==> src/rtl/core/free_hole_fit_allocator_unit_macros.svh <==
// Assertion macros shared by the free hole allocator RTL.
// Depends on nothing; included by the modules that carry assertions.
`ifndef FREE_HOLE_FIT_ALLOCATOR_UNIT_MACROS_SVH
`define FREE_HOLE_FIT_ALLOCATOR_UNIT_MACROS_SVH

// Same-cycle implication, disabled while reset is asserted.
`define FHFA_ASSERT_NOW(label, clk, rst_n, ante, cons, msg) \
    label: assert property (@(posedge clk) disable iff (!(rst_n)) (ante) |-> (cons)) \
        else $error(msg);

// Next-cycle implication, disabled while reset is asserted.
`define FHFA_ASSERT_NEXT(label, clk, rst_n, ante, cons, msg) \
    label: assert property (@(posedge clk) disable iff (!(rst_n)) (ante) |=> (cons)) \
        else $error(msg);

`endif

==> src/rtl/core/fhfa_pkg.sv <==
// Types, constants and the ordering function of the free hole allocator.
// Depends on nothing; used by every module of the block.
`default_nettype none

package fhfa_pkg;

    localparam int MAX_HOLES = 64;
    localparam int CNT_W     = $clog2(MAX_HOLES + 1);
    localparam int SIZE_W    = 32;
    localparam int OFS_W     = 31;
    localparam int STRAT_W   = 2;

    localparam logic [STRAT_W-1:0] STRAT_FIRST = 2'd0;
    localparam logic [STRAT_W-1:0] STRAT_BEST  = 2'd1;
    localparam logic [STRAT_W-1:0] STRAT_WORST = 2'd2;

    localparam logic MODE_INSERT = 1'b0;
    localparam logic MODE_FIT    = 1'b1;

    typedef enum logic [1:0] {
        ST_STORED  = 2'd0,
        ST_GRANTED = 2'd1,
        ST_NO_FIT  = 2'd2,
        ST_FULL    = 2'd3
    } t_status;

    typedef struct packed {
        logic              mode;
        logic [SIZE_W-1:0] block_size;
        logic [OFS_W-1:0]  block_offset;
    } t_in_word;

    typedef struct packed {
        t_status          status;
        logic [OFS_W-1:0] granted_offset;
    } t_out_word;

    typedef struct packed {
        logic [SIZE_W-1:0] size;
        logic [OFS_W-1:0]  offset;
    } t_hole;

    typedef enum logic [2:0] {
        OP_KEEP,
        OP_NEW,
        OP_LEFT,
        OP_RIGHT,
        OP_SPLIT
    } t_cell_op;

    typedef struct packed {
        logic hit;
        logic eq;
        logic before_key;
        logic right_before;
    } t_cell_flag;

    function automatic logic goes_before(input logic desc, input t_hole a, input t_hole b);
        logic res;
        if (a.size != b.size) begin
            res = desc ? (a.size > b.size) : (a.size < b.size);
        end else begin
            res = a.offset < b.offset;
        end
        return res;
    endfunction

endpackage

`default_nettype wire

==> src/rtl/core/fhfa_cell.sv <==
// One storage cell of the hole row: holds one hole and compares it with the key and its right neighbor.
// Depends on fhfa_pkg.
`default_nettype none

module fhfa_cell (
    input  wire logic                i_clk,
    input  wire fhfa_pkg::t_cell_op  i_op,
    input  wire logic                i_desc,
    input  wire fhfa_pkg::t_hole     i_key,
    input  wire fhfa_pkg::t_hole     i_left,
    input  wire fhfa_pkg::t_hole     i_right,
    output fhfa_pkg::t_hole          o_hole,
    output fhfa_pkg::t_cell_flag     o_flag
);
    import fhfa_pkg::*;

    t_hole r_hole;
    t_hole n_hole;

    always_comb begin
        n_hole = r_hole;
        case (i_op)
            OP_KEEP:  n_hole = r_hole;
            OP_NEW:   n_hole = i_key;
            OP_LEFT:  n_hole = i_left;
            OP_RIGHT: n_hole = i_right;
            OP_SPLIT: begin
                n_hole.size   = r_hole.size - i_key.size;
                n_hole.offset = r_hole.offset + i_key.size[OFS_W-1:0];
            end
            default:  n_hole = r_hole;
        endcase
    end

    always_ff @(posedge i_clk) begin
        r_hole <= n_hole;
    end

    assign o_hole = r_hole;
    assign o_flag = '{
        hit:          r_hole.size >= i_key.size,
        eq:           r_hole.size == i_key.size,
        before_key:   goes_before(i_desc, r_hole, i_key),
        right_before: goes_before(i_desc, i_right, r_hole)
    };

endmodule

`default_nettype wire

==> config.mk <==
export PLATFORM = sky130hd
export DESIGN_NAME = fhfa_cell
export DESIGN_NICKNAME = d
export VERILOG_FILES = /design/src/rtl/core/free_hole_fit_allocator_unit_macros.svh /design/src/rtl/core/fhfa_pkg.sv /design/src/rtl/core/fhfa_cell.sv
export SDC_FILE = /design/constraint.sdc
export NUM_CORES = 1
export LEC_CHECK = 0
export ABC_AREA = 1
export BUFFER_PORTS_ARGS = -buffer_cell sky130_fd_sc_hd__buf_2
export CAP_MARGIN = 30
export CORE_MARGIN = 5
export CORE_UTILIZATION = 56
export CTS_BUF_LIST = sky130_fd_sc_hd__clkbuf_4 sky130_fd_sc_hd__clkbuf_8 sky130_fd_sc_hd__clkbuf_16
export CTS_CLUSTER_DIAMETER = 200
export CTS_CLUSTER_SIZE = 40
export DETAILED_ROUTE_END_ITERATION = 8
export PLACE_DENSITY = 0.83
export SLEW_MARGIN = 20
export SYNTH_ARGS = -nofsm -noshare
export SYNTH_HDL_FRONTEND = slang
export SYNTH_SLANG_ARGS = --single-unit
==> constraint.sdc <==
create_clock -name i_clk -period 3.45 [get_ports i_clk]
set_clock_uncertainty 0.1 [all_clocks]
set_input_delay 0.345 -clock i_clk [delete_from_list [all_inputs] [get_ports i_clk]]
set_output_delay 0.345 -clock i_clk [all_outputs]
set_load 0.05 [all_outputs]
==> impl_metrics.env <==
export IMPL_status="complete, no violations"
export IMPL_synthCells=1763
export IMPL_worstMarginPinSlew_ns=0.621
export IMPL_tns_ns=0
export IMPL_critPathKind="flip-flop to output pin"
export IMPL_grt_overflow=0
export IMPL_initial_core_util=0.566
export IMPL_synth_edff_count=63
export IMPL_row_count=50
export IMPL_vias=12500
export IMPL_cts_made_buffers=9
export IMPL_clk_pin_slew_ns=0.07
export IMPL_synthArstFlopShare=0
export IMPL_combPwrFrac=0.523
export IMPL_cts_buffer_depth=2
export IMPL_holdBufCountCts=0
export IMPL_syn_cell_area_mm2=0.0105
export IMPL_worstPathMaxFanout=4
export IMPL_post_route_drc_count=0
export IMPL_p_sw_frac=0.472
export IMPL_netlist_area_leader_share=0.226
export IMPL_post_dp_hpwl_um=32900
export IMPL_final_cell_mix="nand2_1 (631), inv_1 (374), buf_2 (260)"
export IMPL_synth_distinct_cells=37
export IMPL_wl_um=39400
export IMPL_cts_sinks=63
export IMPL_port_buffer_count=260
export IMPL_clkPwrFrac=0.231
export IMPL_first_iter_violations=1095
export IMPL_grt_pass1_wl_um=61300
export IMPL_ir_drop_mv=0.272
export IMPL_wl_per_cell_um=17.4
export IMPL_die_area_mm2=0.0216
export IMPL_seq_power_share=0.245
export IMPL_syn_area_per_cell_um2=5.96
export IMPL_ctsResizeCount=0
export IMPL_htree_num_levels=3
export IMPL_grt_pass1_vias=12200
export IMPL_antenna_found_initial=4
export IMPL_postCtsSetupBuffers=0
export IMPL_p_leak_nw=7.33
export IMPL_root_buffer="clkbuf_16"
export IMPL_synth_ff_type="edfxtp_1"
export IMPL_grt_use_total=0.358
export IMPL_largest_reg_flops=63
export IMPL_slew_headroom=0.585
export IMPL_finalSetupViolations=0
export IMPL_place_inst=2242
export IMPL_grt_max_degree=40
export IMPL_ys_seq_elements=63
export IMPL_arrival_ns=2.76
export IMPL_rsz0062_at_grt="false"
export IMPL_net_switching_power_mw=2.01
export IMPL_areaGrowthSynthToFinish_pct=18.1
export IMPL_ys_warn_count=0
export IMPL_drt_vias_per_instance=5.52
export IMPL_drive_gt1_frac=0.150
export IMPL_drv_slew=0
export IMPL_period_needed_ns=3.21
export IMPL_mostFrequentLayoutCell="nand2_1"
export IMPL_clk_latency_ns=0.35
export IMPL_dr_pass1_iters=6
export IMPL_cp_required_ns=3.00
export IMPL_worst_setup_path_start_kind="flip-flop"
export IMPL_gp_congestion=0.969
export IMPL_cts_tree="done"
export IMPL_min_path_type="primary input to flip-flop"
export IMPL_power_density_mw_per_mm2=344
export IMPL_core_area_mm2=0.0186
export IMPL_placed_area_mm2=0.0121
export IMPL_ys_seq_area_frac=0.180
export IMPL_finalHoldViolCount=0
export IMPL_fmax_ghz=0.312
export IMPL_maxCapViolations=0
export IMPL_yosys_top_cells_area="nand2_1 (23%), ha_1 (18%), edfxtp_1 (18%)"
export IMPL_fin_crit_sh=0.929
export IMPL_nNetsFinal=2370
export IMPL_die_w_um=147
export IMPL_die_y_um=147
export IMPL_synth_top_cell_by_area="nand2_1"
export IMPL_design_area_mm2=0.0124
export IMPL_ios=261
export IMPL_synth_fp_nets=2114
export IMPL_cp_end_kind="output pin"
export IMPL_final_cells=2260
export IMPL_p_int_mw=2.25
export IMPL_ant_nets=0
-- final cells by class --
class | count | area (um^2)
Antenna cell | 2 | 5.00
Clock buffer | 11 | 240
Clock inverter | 5 | 58.8
Fill cell | 1755 | 6160
Inverter | 376 | 1410
Multi-Input combinational cell | 1298 | 7110
Sequential cell | 63 | 1890
Tap cell | 234 | 293
Timing Repair Buffer | 271 | 1410
-- Yosys cell counts (4+ instances only) --
| cell | n |
|---|---|
| a21oi_1 | 99 |
| a221oi_1 | 8 |
| a22oi_1 | 27 |
| and2_1 | 4 |
| buf_2 | 7 |
| clkbuf_1 | 17 |
| edfxtp_1 | 63 |
| ha_1 | 155 |
| inv_1 | 374 |
| nand2_1 | 632 |
| nand3_1 | 101 |
| nand3b_1 | 12 |
| nand4_1 | 37 |
| nor2_1 | 120 |
| nor3_1 | 12 |
| o211ai_1 | 24 |
| o21a_1 | 5 |
| o21ai_0 | 25 |
| o21bai_1 | 5 |
| or2_2 | 11 |
| xnor2_1 | 4 |
-- power groups by stage --
stage	Clock, mW	Sequential [mW]	Combinational, mW
after detailed placement	0	1.06	2.19
final	0.988	1.05	2.23
after global placement	0	1.05	2.15
after floorplan	0	1.28	1.28
after CTS	0.994	1.04	2.20
after global routing	1.02	1.05	2.48
-- metrics by stage --
stage	hold WS, ns	util	setup WS (ns)	power (mW)
final	0.185	0.668	0.244	4.27
after global routing	0.206	0.668	0.0285	4.55
after CTS	0.169	0.668	0.245	4.24
after detailed placement	0.538	0.652	0.569	3.25
after global placement	0.524	0.652	0.637	3.20
after floorplan	0.431	-	0.439	2.57
-- final timing paths --
check	from	end	slack, ns	cells after the start
max	o_hole[31]	o_flag[1]	0.24	15
min	i_left[31]	o_hole[31]	0.18	3
max reg2reg	o_hole[0]	o_hole[28]	0.86	13
min reg2reg	o_hole[0]	o_hole[0]	0.70	3
-- layer usage --
metal,GRT usage,routed length [um],up-vias
met3,0.0564,3570,126
met2,0.590,17800,576
met1,0.452,15900,5618
li1,-,-,6158
met5,0,23,-
met4,0.190,2100,4
-- critical path, cell delays in order (launching register included) --
cell and delay (ns):
edfxtp_1 0.37, inv_1 0.07, ha_1 0.19, fa_1 0.39, inv_1 0.14, nand3_1 0.08
nand3_1 0.13, nand2_1 0.06, nand2_1 0.12, nand2_1 0.08, nand2_1 0.10, nand2_1 0.10
nand3_1 0.10, nand3_1 0.07, nand2_1 0.12, buf_2 0.28
-- logic make-up after synthesis --
family	Yosys count	synth area share
AO/OA/AOI/OAI	204	0.118
XOR/XNOR	5	0.00416
adder cells (fa/ha/maj)	157	0.188
buffers and inverters	402	0.145
flip-flops	63	0.180
AND/OR/NAND/NOR	932	0.365
No activity file was read; power rests on OpenSTA's default activity.
